## src/rtl/rstd_pkg.sv

```systemverilog
// ============================================================================
// Radix string to decimal text: shared package
// Payload types, widths, character codes and small helper functions.
// ============================================================================
`default_nettype none

package rstd_pkg;

    // Integer part width.
    localparam int IntBits = 32;
    // Largest number of fraction input digits that are kept.
    localparam int FracInDigits = 12;
    // Largest number of fraction output digits.
    localparam int FracOutDigits = 20;
    // Width of the fraction numerator and denominator.
    localparam int FracBits = 64;
    // Width of the fraction digit counter.
    localparam int FcntBits = 4;
    // Width of the output fraction digit counter.
    localparam int OcntBits = 5;
    // Width of the integer digit counter.
    localparam int DcntBits = 5;
    // Register reset value for the radix.
    localparam logic [5:0] BaseReset = 6'd10;

    // Character codes.
    localparam logic [7:0] ChDot   = 8'h2E;
    localparam logic [7:0] ChComma = 8'h2C;
    localparam logic [7:0] ChZero  = 8'h30;
    localparam logic [7:0] ChNine  = 8'h39;
    localparam logic [7:0] ChA     = 8'h41;
    localparam logic [7:0] ChZ     = 8'h5A;

    // One input item.
    typedef struct packed {
        logic [7:0] symbol;
        logic       end_of_number;
    } t_in_item;

    // One result item.
    typedef struct packed {
        logic [7:0] text_char;
        logic       end_of_text;
        logic       overflow;
    } t_out_item;

    // A classified item handed from the front part to the back part.
    typedef struct packed {
        logic       is_sep;
        logic [5:0] digit;
        logic       last;
    } t_cmd;

    // Digit value of one character; anything else is zero.
    function automatic logic [5:0] digit_value(input logic [7:0] ch);
        logic [7:0] t;
        t = 8'd0;
        if (ch >= ChZero && ch <= ChNine) begin
            t = ch - ChZero;
        end else if (ch >= ChA && ch <= ChZ) begin
            t = ch - ChA + 8'd10;
        end
        return t[5:0];
    endfunction

    // Radix clamped to the range 2 to 36.
    function automatic logic [5:0] eff_base(input logic [5:0] b);
        logic [5:0] r;
        r = b;
        if (b < 6'd2) begin
            r = 6'd2;
        end else if (b > 6'd36) begin
            r = 6'd36;
        end
        return r;
    endfunction

endpackage

`default_nettype wire

```

## src/rtl/rstd_front.sv

```systemverilog
// ============================================================================
// Radix string to decimal text: front part
// Accepts characters, classifies them and keeps a two-entry queue of
// classified items for the back part.
// ============================================================================
`default_nettype none

module rstd_front (
    input  wire logic              i_clk,
    input  wire logic              i_rst_n,
    input  wire logic              i_valid,
    input  wire rstd_pkg::t_in_item i_item,
    output logic                   o_stall,
    output logic                   o_cmd_valid,
    output rstd_pkg::t_cmd         o_cmd,
    input  wire logic              i_cmd_take
);

    rstd_pkg::t_cmd r_q0, r_q1, n_q0, n_q1;
    logic [1:0]     r_cnt, n_cnt;
    rstd_pkg::t_cmd w_new;
    logic           w_push;

    // Classify the incoming character.
    always_comb begin
        w_new.is_sep = (i_item.symbol == rstd_pkg::ChDot) ||
                       (i_item.symbol == rstd_pkg::ChComma);
        w_new.digit  = rstd_pkg::digit_value(i_item.symbol);
        w_new.last   = i_item.end_of_number;
    end

    assign o_stall     = (r_cnt == 2'd2);
    assign w_push      = i_valid && !o_stall;
    assign o_cmd_valid = (r_cnt != 2'd0);
    assign o_cmd       = r_q0;

    // Queue update: pop from the head, push at the tail.
    always_comb begin
        n_q0  = r_q0;
        n_q1  = r_q1;
        n_cnt = r_cnt;
        if (i_cmd_take) begin
            n_q0  = r_q1;
            n_cnt = n_cnt - 2'd1;
        end
        if (w_push) begin
            if (n_cnt == 2'd0) begin
                n_q0 = w_new;
            end else begin
                n_q1 = w_new;
            end
            n_cnt = n_cnt + 2'd1;
        end
    end

    always_ff @(posedge i_clk) begin
        if (!i_rst_n) begin
            r_cnt <= 2'd0;
        end else begin
            r_cnt <= n_cnt;
        end
        r_q0 <= n_q0;
        r_q1 <= n_q1;
    end

endmodule

`default_nettype wire

```

## src/rtl/rstd_back.sv

```systemverilog
// ============================================================================
// Radix string to decimal text: back part
// Updates the number state per item and, on the last character, emits
// the integer digits and the fraction digits one step at a time.
// ============================================================================
`default_nettype none

module rstd_back (
    input  wire logic               i_clk,
    input  wire logic               i_rst_n,
    input  wire logic [5:0]         i_base,
    input  wire logic               i_cmd_valid,
    input  wire rstd_pkg::t_cmd     i_cmd,
    output logic                    o_cmd_take,
    output logic                    o_valid,
    output rstd_pkg::t_out_item     o_item,
    input  wire logic               i_stall
);

    localparam int IB = rstd_pkg::IntBits;
    localparam int FB = rstd_pkg::FracBits;
    // Reciprocal of ten for a 32-bit integer part: q = (x * Recip10) >> 35.
    localparam logic [IB-1:0] Recip10 = 32'hCCCC_CCCD;

    typedef enum logic [6:0] {
        S_IDLE = 7'b0000001,
        S_ACC  = 7'b0000010,
        S_IDIV = 7'b0000100,
        S_IOUT = 7'b0001000,
        S_DOT  = 7'b0010000,
        S_FDIV = 7'b0100000,
        S_FOUT = 7'b1000000
    } t_state;

    t_state          r_state, n_state;
    rstd_pkg::t_cmd  r_cmd;
    logic [IB-1:0]   r_int;
    logic            r_infrac;
    logic [FB-1:0]   r_num, r_den;
    logic [rstd_pkg::FcntBits-1:0] r_fcnt;
    logic            r_ovf;
    // Decimal digits of the integer part, least significant first.
    logic [3:0]      r_digs [20];
    logic [rstd_pkg::DcntBits-1:0] r_nd;
    logic [rstd_pkg::OcntBits-1:0] r_nf;
    logic [IB-1:0]   r_quo;
    logic [2*IB-1:0] r_prod;
    logic [3:0]      r_j;
    logic [FB:0]     r_t;
    logic [3:0]      r_q;
    logic            r_oval;
    rstd_pkg::t_out_item r_oitem;

    logic            w_out_free;
    logic            w_emit;
    logic [5:0]      w_b;
    logic [IB+5:0]   w_prod;
    logic [IB-1:0]   w_mask;
    logic [IB-1:0]   w_q10;
    logic [IB-1:0]   w_rem;
    logic [FB:0]     w_tsum;
    logic [FB:0]     w_tnext;

    assign w_out_free = !r_oval || !i_stall;
    assign w_emit     = ((r_state == S_DOT) || (r_state == S_FOUT)) && w_out_free;
    assign o_valid    = r_oval;
    assign o_item     = r_oitem;
    assign o_cmd_take = (r_state == S_IDLE) && i_cmd_valid;
    assign w_b        = rstd_pkg::eff_base(i_base);
    assign w_mask     = '1;
    assign w_prod     = r_int * w_b + {{IB{1'b0}}, r_cmd.digit};
    assign w_q10      = IB'(r_prod[2*IB-1:35]);
    assign w_rem      = r_quo - ((w_q10 << 3) + (w_q10 << 1));
    assign w_tsum     = r_t + {1'b0, r_num};
    assign w_tnext    = (w_tsum >= {1'b0, r_den}) ? w_tsum - {1'b0, r_den} : w_tsum;

    always_ff @(posedge i_clk) begin
        if (!i_rst_n) begin
            r_state  <= S_IDLE;
            r_oval   <= 1'b0;
            r_int    <= '0;
            r_infrac <= 1'b0;
            r_num    <= '0;
            r_den    <= {{(FB-1){1'b0}}, 1'b1};
            r_fcnt   <= '0;
            r_ovf    <= 1'b0;
        end else begin
            // The output register fills on an emit and empties when taken.
            if (w_emit) begin
                r_oval <= 1'b1;
            end else if (!i_stall) begin
                r_oval <= 1'b0;
            end
            unique case (r_state)
                // Take one classified item.
                S_IDLE: begin
                    if (i_cmd_valid) begin
                        r_cmd   <= i_cmd;
                        r_state <= S_ACC;
                    end
                end
                // Update the number state.
                S_ACC: begin
                    if (r_cmd.is_sep) begin
                        r_infrac <= 1'b1;
                    end else if (!r_infrac) begin
                        if (w_prod[IB+5:IB] != '0) begin
                            r_ovf <= 1'b1;
                        end
                        r_int <= w_prod[IB-1:0] & w_mask;
                    end else if (r_fcnt < rstd_pkg::FcntBits'(rstd_pkg::FracInDigits)) begin
                        r_num  <= r_num * FB'(w_b) + FB'(r_cmd.digit);
                        r_den  <= r_den * FB'(w_b);
                        r_fcnt <= r_fcnt + 1'b1;
                    end else begin
                        r_ovf <= 1'b1;
                    end
                    if (r_cmd.last) begin
                        r_nd    <= '0;
                        r_state <= S_IDIV;
                        r_quo   <= r_cmd.is_sep || r_infrac ? r_int : w_prod[IB-1:0];
                    end else begin
                        r_state <= S_IDLE;
                    end
                end
                // Multiply by the reciprocal of ten.
                S_IDIV: begin
                    r_prod  <= r_quo * Recip10;
                    r_state <= S_IOUT;
                end
                // Store one digit; continue while the quotient is nonzero.
                S_IOUT: begin
                    r_digs[r_nd] <= w_rem[3:0];
                    r_nd         <= r_nd + 1'b1;
                    r_quo        <= w_q10;
                    if (w_q10 != '0 && r_nd != 5'd19) begin
                        r_state <= S_IDIV;
                    end else begin
                        r_state <= S_DOT;
                    end
                end
                // Emit integer digits, most significant first, then the point if any fraction digits were kept.
                S_DOT: begin
                    if (w_out_free) begin
                        r_oitem.overflow <= r_ovf;
                        if (r_nd != '0) begin
                            r_oitem.text_char   <= rstd_pkg::ChZero + 8'(r_digs[r_nd-1'b1]);
                            r_oitem.end_of_text <= (r_nd == 5'd1) && (r_fcnt == '0);
                            r_nd <= r_nd - 1'b1;
                            if ((r_nd == 5'd1) && (r_fcnt == '0)) begin
                                r_state <= S_IDLE;
                                r_int <= '0; r_infrac <= 1'b0; r_num <= '0;
                                r_den <= {{(FB-1){1'b0}}, 1'b1};
                                r_fcnt <= '0; r_ovf <= 1'b0;
                            end
                        end else begin
                            r_oitem.text_char   <= rstd_pkg::ChDot;
                            r_oitem.end_of_text <= (r_num == '0);
                            r_nf <= '0;
                            r_j  <= '0;
                            r_t  <= '0;
                            r_q  <= '0;
                            if (r_num == '0) begin
                                r_state <= S_IDLE;
                                r_int <= '0; r_infrac <= 1'b0;
                                r_den <= {{(FB-1){1'b0}}, 1'b1};
                                r_fcnt <= '0; r_ovf <= 1'b0;
                            end else begin
                                r_state <= S_FDIV;
                            end
                        end
                    end
                end
                // One fraction digit: ten add-and-reduce steps.
                S_FDIV: begin
                    r_t <= w_tnext;
                    if (w_tsum >= {1'b0, r_den}) begin
                        r_q <= r_q + 4'd1;
                    end
                    r_j <= r_j + 4'd1;
                    if (r_j == 4'd9) begin
                        r_state <= S_FOUT;
                    end
                end
                // Emit the fraction digit.
                S_FOUT: begin
                    if (w_out_free) begin
                        r_oitem.overflow  <= r_ovf;
                        r_oitem.text_char <= rstd_pkg::ChZero + 8'(r_q);
                        r_num <= r_t[FB-1:0];
                        r_nf  <= r_nf + 1'b1;
                        r_j <= '0; r_t <= '0; r_q <= '0;
                        if (r_t[FB-1:0] == '0 ||
                            r_nf == rstd_pkg::OcntBits'(rstd_pkg::FracOutDigits-1)) begin
                            r_oitem.end_of_text <= 1'b1;
                            r_state <= S_IDLE;
                            r_int <= '0; r_infrac <= 1'b0; r_num <= '0;
                            r_den <= {{(FB-1){1'b0}}, 1'b1};
                            r_fcnt <= '0; r_ovf <= 1'b0;
                        end else begin
                            r_oitem.end_of_text <= 1'b0;
                            r_state <= S_FDIV;
                        end
                    end
                end
                default: r_state <= S_IDLE;
            endcase
        end
    end

endmodule

`default_nettype wire

```

## src/rtl/radix_string_to_decimal_text_core.sv

```systemverilog
// Each character passes through the back part's take and update states; the last
// character is followed by the integer digits, then, when fraction digits were kept,
// the point and fraction digits; a new character is taken only when idle.
// Reset: synchronous, active low; clears the queue, number state and radix 10.
// ============================================================================
// Radix string to decimal text: top level
// Front part, item queue and back part, plus the radix register.
// ============================================================================
`default_nettype none

module radix_string_to_decimal_text_core (
    input  wire logic                i_clk,
    input  wire logic                i_rst_n,
    input  wire logic                i_valid,
    input  wire rstd_pkg::t_in_item  i_item,
    output logic                     o_stall,
    output logic                     o_valid,
    output rstd_pkg::t_out_item      o_item,
    input  wire logic                i_stall,
    input  wire logic                i_cfg_valid,
    input  wire logic [5:0]          i_cfg_data,
    output logic                     o_cfg_ready
);

    logic           w_cmd_valid, w_cmd_take;
    rstd_pkg::t_cmd w_cmd;
    logic [5:0]     r_base;

    assign o_cfg_ready = 1'b1;

    // Radix register.
    always_ff @(posedge i_clk) begin
        if (!i_rst_n) begin
            r_base <= rstd_pkg::BaseReset;
        end else if (i_cfg_valid && o_cfg_ready) begin
            r_base <= i_cfg_data;
        end
    end

    rstd_front u_front (
        .i_clk, .i_rst_n, .i_valid, .i_item, .o_stall,
        .o_cmd_valid(w_cmd_valid), .o_cmd(w_cmd), .i_cmd_take(w_cmd_take)
    );

    rstd_back u_back (
        .i_clk, .i_rst_n, .i_base(r_base),
        .i_cmd_valid(w_cmd_valid), .i_cmd(w_cmd), .o_cmd_take(w_cmd_take),
        .o_valid, .o_item, .i_stall
    );

endmodule

`default_nettype wire

```

## config.mk

```make
export PLATFORM = sky130hd
export DESIGN_NAME = radix_string_to_decimal_text_core
export DESIGN_NICKNAME = d
export VERILOG_FILES = /design/src/rtl/rstd_pkg.sv /design/src/rtl/rstd_front.sv /design/src/rtl/rstd_back.sv /design/src/rtl/radix_string_to_decimal_text_core.sv
export SDC_FILE = /design/constraint.sdc
export NUM_CORES = 2
export LEC_CHECK = 0
export ABC_AREA = 1
export ABC_CLOCK_PERIOD_IN_PS = 13800
export BUFFER_PORTS_ARGS = -buffer_cell sky130_fd_sc_hd__buf_2
export CORE_ASPECT_RATIO = 1.4
export CORE_MARGIN = 2
export CORE_UTILIZATION = 25
export CTS_BUF_LIST = sky130_fd_sc_hd__clkbuf_4 sky130_fd_sc_hd__clkbuf_8
export DETAILED_ROUTE_END_ITERATION = 16
export MAX_ROUTING_LAYER = met4
export PLACE_DENSITY = 0.37
export SLEW_MARGIN = 5
export SYNTH_ARGS = -nofsm -noshare
export SYNTH_HDL_FRONTEND = slang
export SYNTH_SLANG_ARGS = --single-unit
```

## constraint.sdc

```tcl
create_clock -name i_clk -period 13.8 [get_ports i_clk]
set_clock_uncertainty 0.05 [all_clocks]
set_input_delay 2.76 -clock i_clk [delete_from_list [all_inputs] [get_ports i_clk]]
set_output_delay 2.76 -clock i_clk [all_outputs]
set_load 0.005 [all_outputs]
```

==> flow_summary.json <==
{
  "die_h_um": 667,
  "grt_pass1_wl_mm": 525,
  "r2r_end": "u_back.r_num[53]",
  "p_switching_mw": 11.3,
  "synth_common_cells": "2420 x nand2_1, 2155 x inv_1, 1239 x nor2_1",
  "antenna_found_initial": 11,
  "place_inst": 14800,
  "required_ns": 14.52,
  "io_buffers": 28,
  "maxCapViolations": 0,
  "cts_buffer_depth": 3,
  "cts_made_buffers": 94,
  "crit_fanout": 57,
  "cts_resized": 0,
  "vdd_ir_drop_max_mv": 0.379,
  "p_leak_nw": 39.4,
  "drive_gt1_share_pct": 3.53,
  "overflow": 0,
  "p_comb_share_pct": 79.9,
  "finalHoldViolCount": 0,
  "path_class": "reg2reg",
  "rsz0062_at_grt": "no",
  "track_usage_pct": 23.1,
  "avgSynthCellArea_um2": 7.26,
  "slew_headroom_pct": 6.27,
  "ys_async_sr_fraction_pct": 0,
  "coreArea_um2": 313000,
  "reg2reg_from": "r_base[5]",
  "finalSetupViolations": 0,
  "hold_buffers": 0,
  "syn2layout_area_growth_pct": 8.60,
  "die_area_um2": 319000,
  "holdCritPathClass": "reg2reg",
  "insertion_delay_ns": 0.87,
  "ys_top_cells_by_area": "fa_1 26%, ha_1 12%, nand2_1 12%, inv_1 10%, edfxtp_1 9.4%",
  "post-route-min-period_ns": 7.87,
  "routedWlPerCell_um": 24.1,
  "routed_wl_mm": 360,
  "drt_iter0_drc": 4105,
  "worstMarginPinSlew_ns": 1.39,
  "fin_setup_tns_ns": 0,
  "r2r_slack_ns": 5.93,
  "die_x_um": 478,
  "ioPinCount": 33,
  "fin_nets": 12500,
  "worstHoldEndpoint": "u_back.r_cmd[4]",
  "synth_edf_count": 247,
  "viasPerCell": 4.72,
  "mappedNetlistArea_um2": 78600,
  "grt_max_degree": 74,
  "stdcell_count": 15000,
  "min_path_cells": 0,
  "yosysWarnings": 0,
  "num_rows": 243,
  "synthMostInstantiatedCell": "nand2_1",
  "fmax_mhz": 127,
  "clk_pin_slew_ns": 0.07,
  "cts_tree": "built",
  "crit_start": "r_base[5]",
  "reg2regPathDepth": 22,
  "synth-main-ff-cell": "edfxtp_1",
  "first_global_vias": 76400,
  "yosys.area.top_type_share_pct": 25.9,
  "intPower_mw": 7.24,
  "critPathLaunchType": "flip-flop",
  "drc": 0,
  "p_clk_share_pct": 9.2,
  "place_hpwl_mm": 308,
  "power_density_nw_per_um2": 217,
  "slew_violations": 0,
  "synth_area_leader_cell": "fa_1",
  "cp-end-kind": "flip-flop",
  "hold_start": "u_front.o_cmd[4]",
  "ys_seq_area_share_pct": 14.3,
  "synth_cells": 10800,
  "gp_congestion": 1.00,
  "initial_utilization_pct": 25.1,
  "root_buffer": "clkbuf_8",
  "clkSinkCount": 437,
  "ys_ff_latch": 437,
  "cts_setup_buffers": 0,
  "seq_power_share_pct": 10.9,
  "switching_share_pct": 60.9,
  "cp.arrival_ns": 8.59,
  "vias": 70600,
  "status": "complete, no violations",
  "drtAntennaViolNets": 0,
  "fin_crit_sh_pct": 57.0,
  "synth_cell_types": 62,
  "drtPass1Iterations": 6,
  "h-tree-depth": 3
}
metal layers:
layer | global-route usage, % | vias to the layer above | share of wire, %
met3 | 1.66 | 574 | 2.6
met5 | - | - | 0
met1 | 24.8 | 35100 | 39
met4 | 11.8 | 0 | 6.2
met2 | 42.3 | 1477 | 52
li1 | - | 33500 | -
power groups by stage:
stage                     Sequential, mW  Combinational, mW  Clock (mW)
after floorplan                     1.85               9.31           0
after global placement              2.04               15.0           0
after detailed placement            2.04               14.7           0
after CTS                           2.01               14.9        1.76
after global routing                2.03               16.4        1.80
final                               2.02               14.8        1.69
cell type report:
cell class | instances | area, um2
timing repair buffer | 98 | 668
sequential | 437 | 11200
fill | 34800 | 228000
multi-input combinational | 7889 | 57900
antenna | 12 | 30.0
tap | 4165 | 5210
inverter | 2174 | 8170
clock inverter | 37 | 390
clock buffer | 140 | 1730
cells by family (layout without fill, tap and decap cells):
kind of cell,after synthesis,count (layout),share of synthesized area [%]
buffers and inverters,2502,2449,12.1
multiplexers,3,3,0.0382
XOR/XNOR,201,201,2.24
flip-flops,437,437,14.3
AO/OA/AOI/OAI,1500,1500,10.3
adder cells (fa/ha/maj),1785,1785,38.2
other,2,16,0.00956
AND/OR/NAND/NOR,4396,4396,22.8
worst max-delay path by stage:
stage | endpoint | slack, ns | cells past startpoint
2_1_floorplan | u_back.r_q[0] | 2.63 | 5
3_3_place_gp | u_back.r_prod[49] | 5.92 | 23
3_5_place_dp | u_back.r_prod[38] | 6.02 | 25
4_1_cts | u_back.r_prod[38] | 5.92 | 25
5_1_grt | u_back.r_prod[38] | 5.65 | 25
6_report | u_back.r_num[53] | 5.93 | 22
critical path: stages, from the launching register on:
cell and delay [ns]:
dfxtp_4 0.51, o21ai_0 0.25, nand2_1 0.28, nor2_4 0.15
buf_4 0.39, buf_4 0.72, nand2_1 0.20, fa_1 0.56
fa_1 0.55, inv_1 0.05, fa_1 0.45, ha_1 0.29
ha_1 0.37, nand2_1 0.17, nor2_1 0.33, inv_1 0.10
nor2_1 0.15, inv_1 0.10, o311ai_0 1.12, nand2_1 0.35
nand4_1 0.17, nand3_1 0.19, a21oi_1 0.20
cells in the final DEF, fill, tap and decap left out, types with 11 or more instances in the layout:
master	n
edfxtp_1	247
and3_1	11
o21ai_1	11
xnor2_1	51
nand4_1	74
nor3_1	62
a21o_1	34
or2_2	39
o22ai_1	16
inv_1	2151
a21boi_0	16
nor2_2	11
buf_4	71
nor2_1	1233
clkbuf_4	32
fa_1	1018
dfxtp_1	189
inv_2	15
o21bai_1	46
ha_1	767
a21oi_1	720
nand3b_1	44
diode_2	12
clkinv_1	14
clkbuf_8	108
o211ai_1	35
nor4_1	43
xor2_1	149
nand2_1	2418
nand3_1	418
o21ai_0	509
a31oi_1	44
o21a_1	29
buf_2	27
state kept, by name (all words and copies together) (netlist names), 2 cells and up:
signal	count
u_back.r_den	64
u_back.r_digs	80
u_back.r_int	32
u_back.r_t	65
u_back.r_q	4
u_back.r_quo	32
u_front.r_cnt	2
u_back.r_prod	29
u_front.r_q1	8
u_back.r_cmd	8
u_back.o_item	7
u_back.r_num	64
u_back.r_nd	5
r_base	6
u_back.r_nf	5
u_back.r_state	7
u_back.r_j	4
u_front.o_cmd	8
u_back.r_fcnt	4
metrics by stage:
step	utilization (%)	area, um2	total power [mW]	hold WS (ns)	worst slack (ns)
after detailed placement	26.6	83200	16.8	0.368	6.02
after floorplan	-	78600	11.2	0.358	2.63
after global placement	26.6	83200	17.0	0.372	5.92
final	27.3	85300	18.5	0.328	5.93
after CTS	27.3	85300	18.7	0.331	5.92
after global routing	27.3	85300	20.2	0.360	5.65
Power figures use the tool's default switching activity.
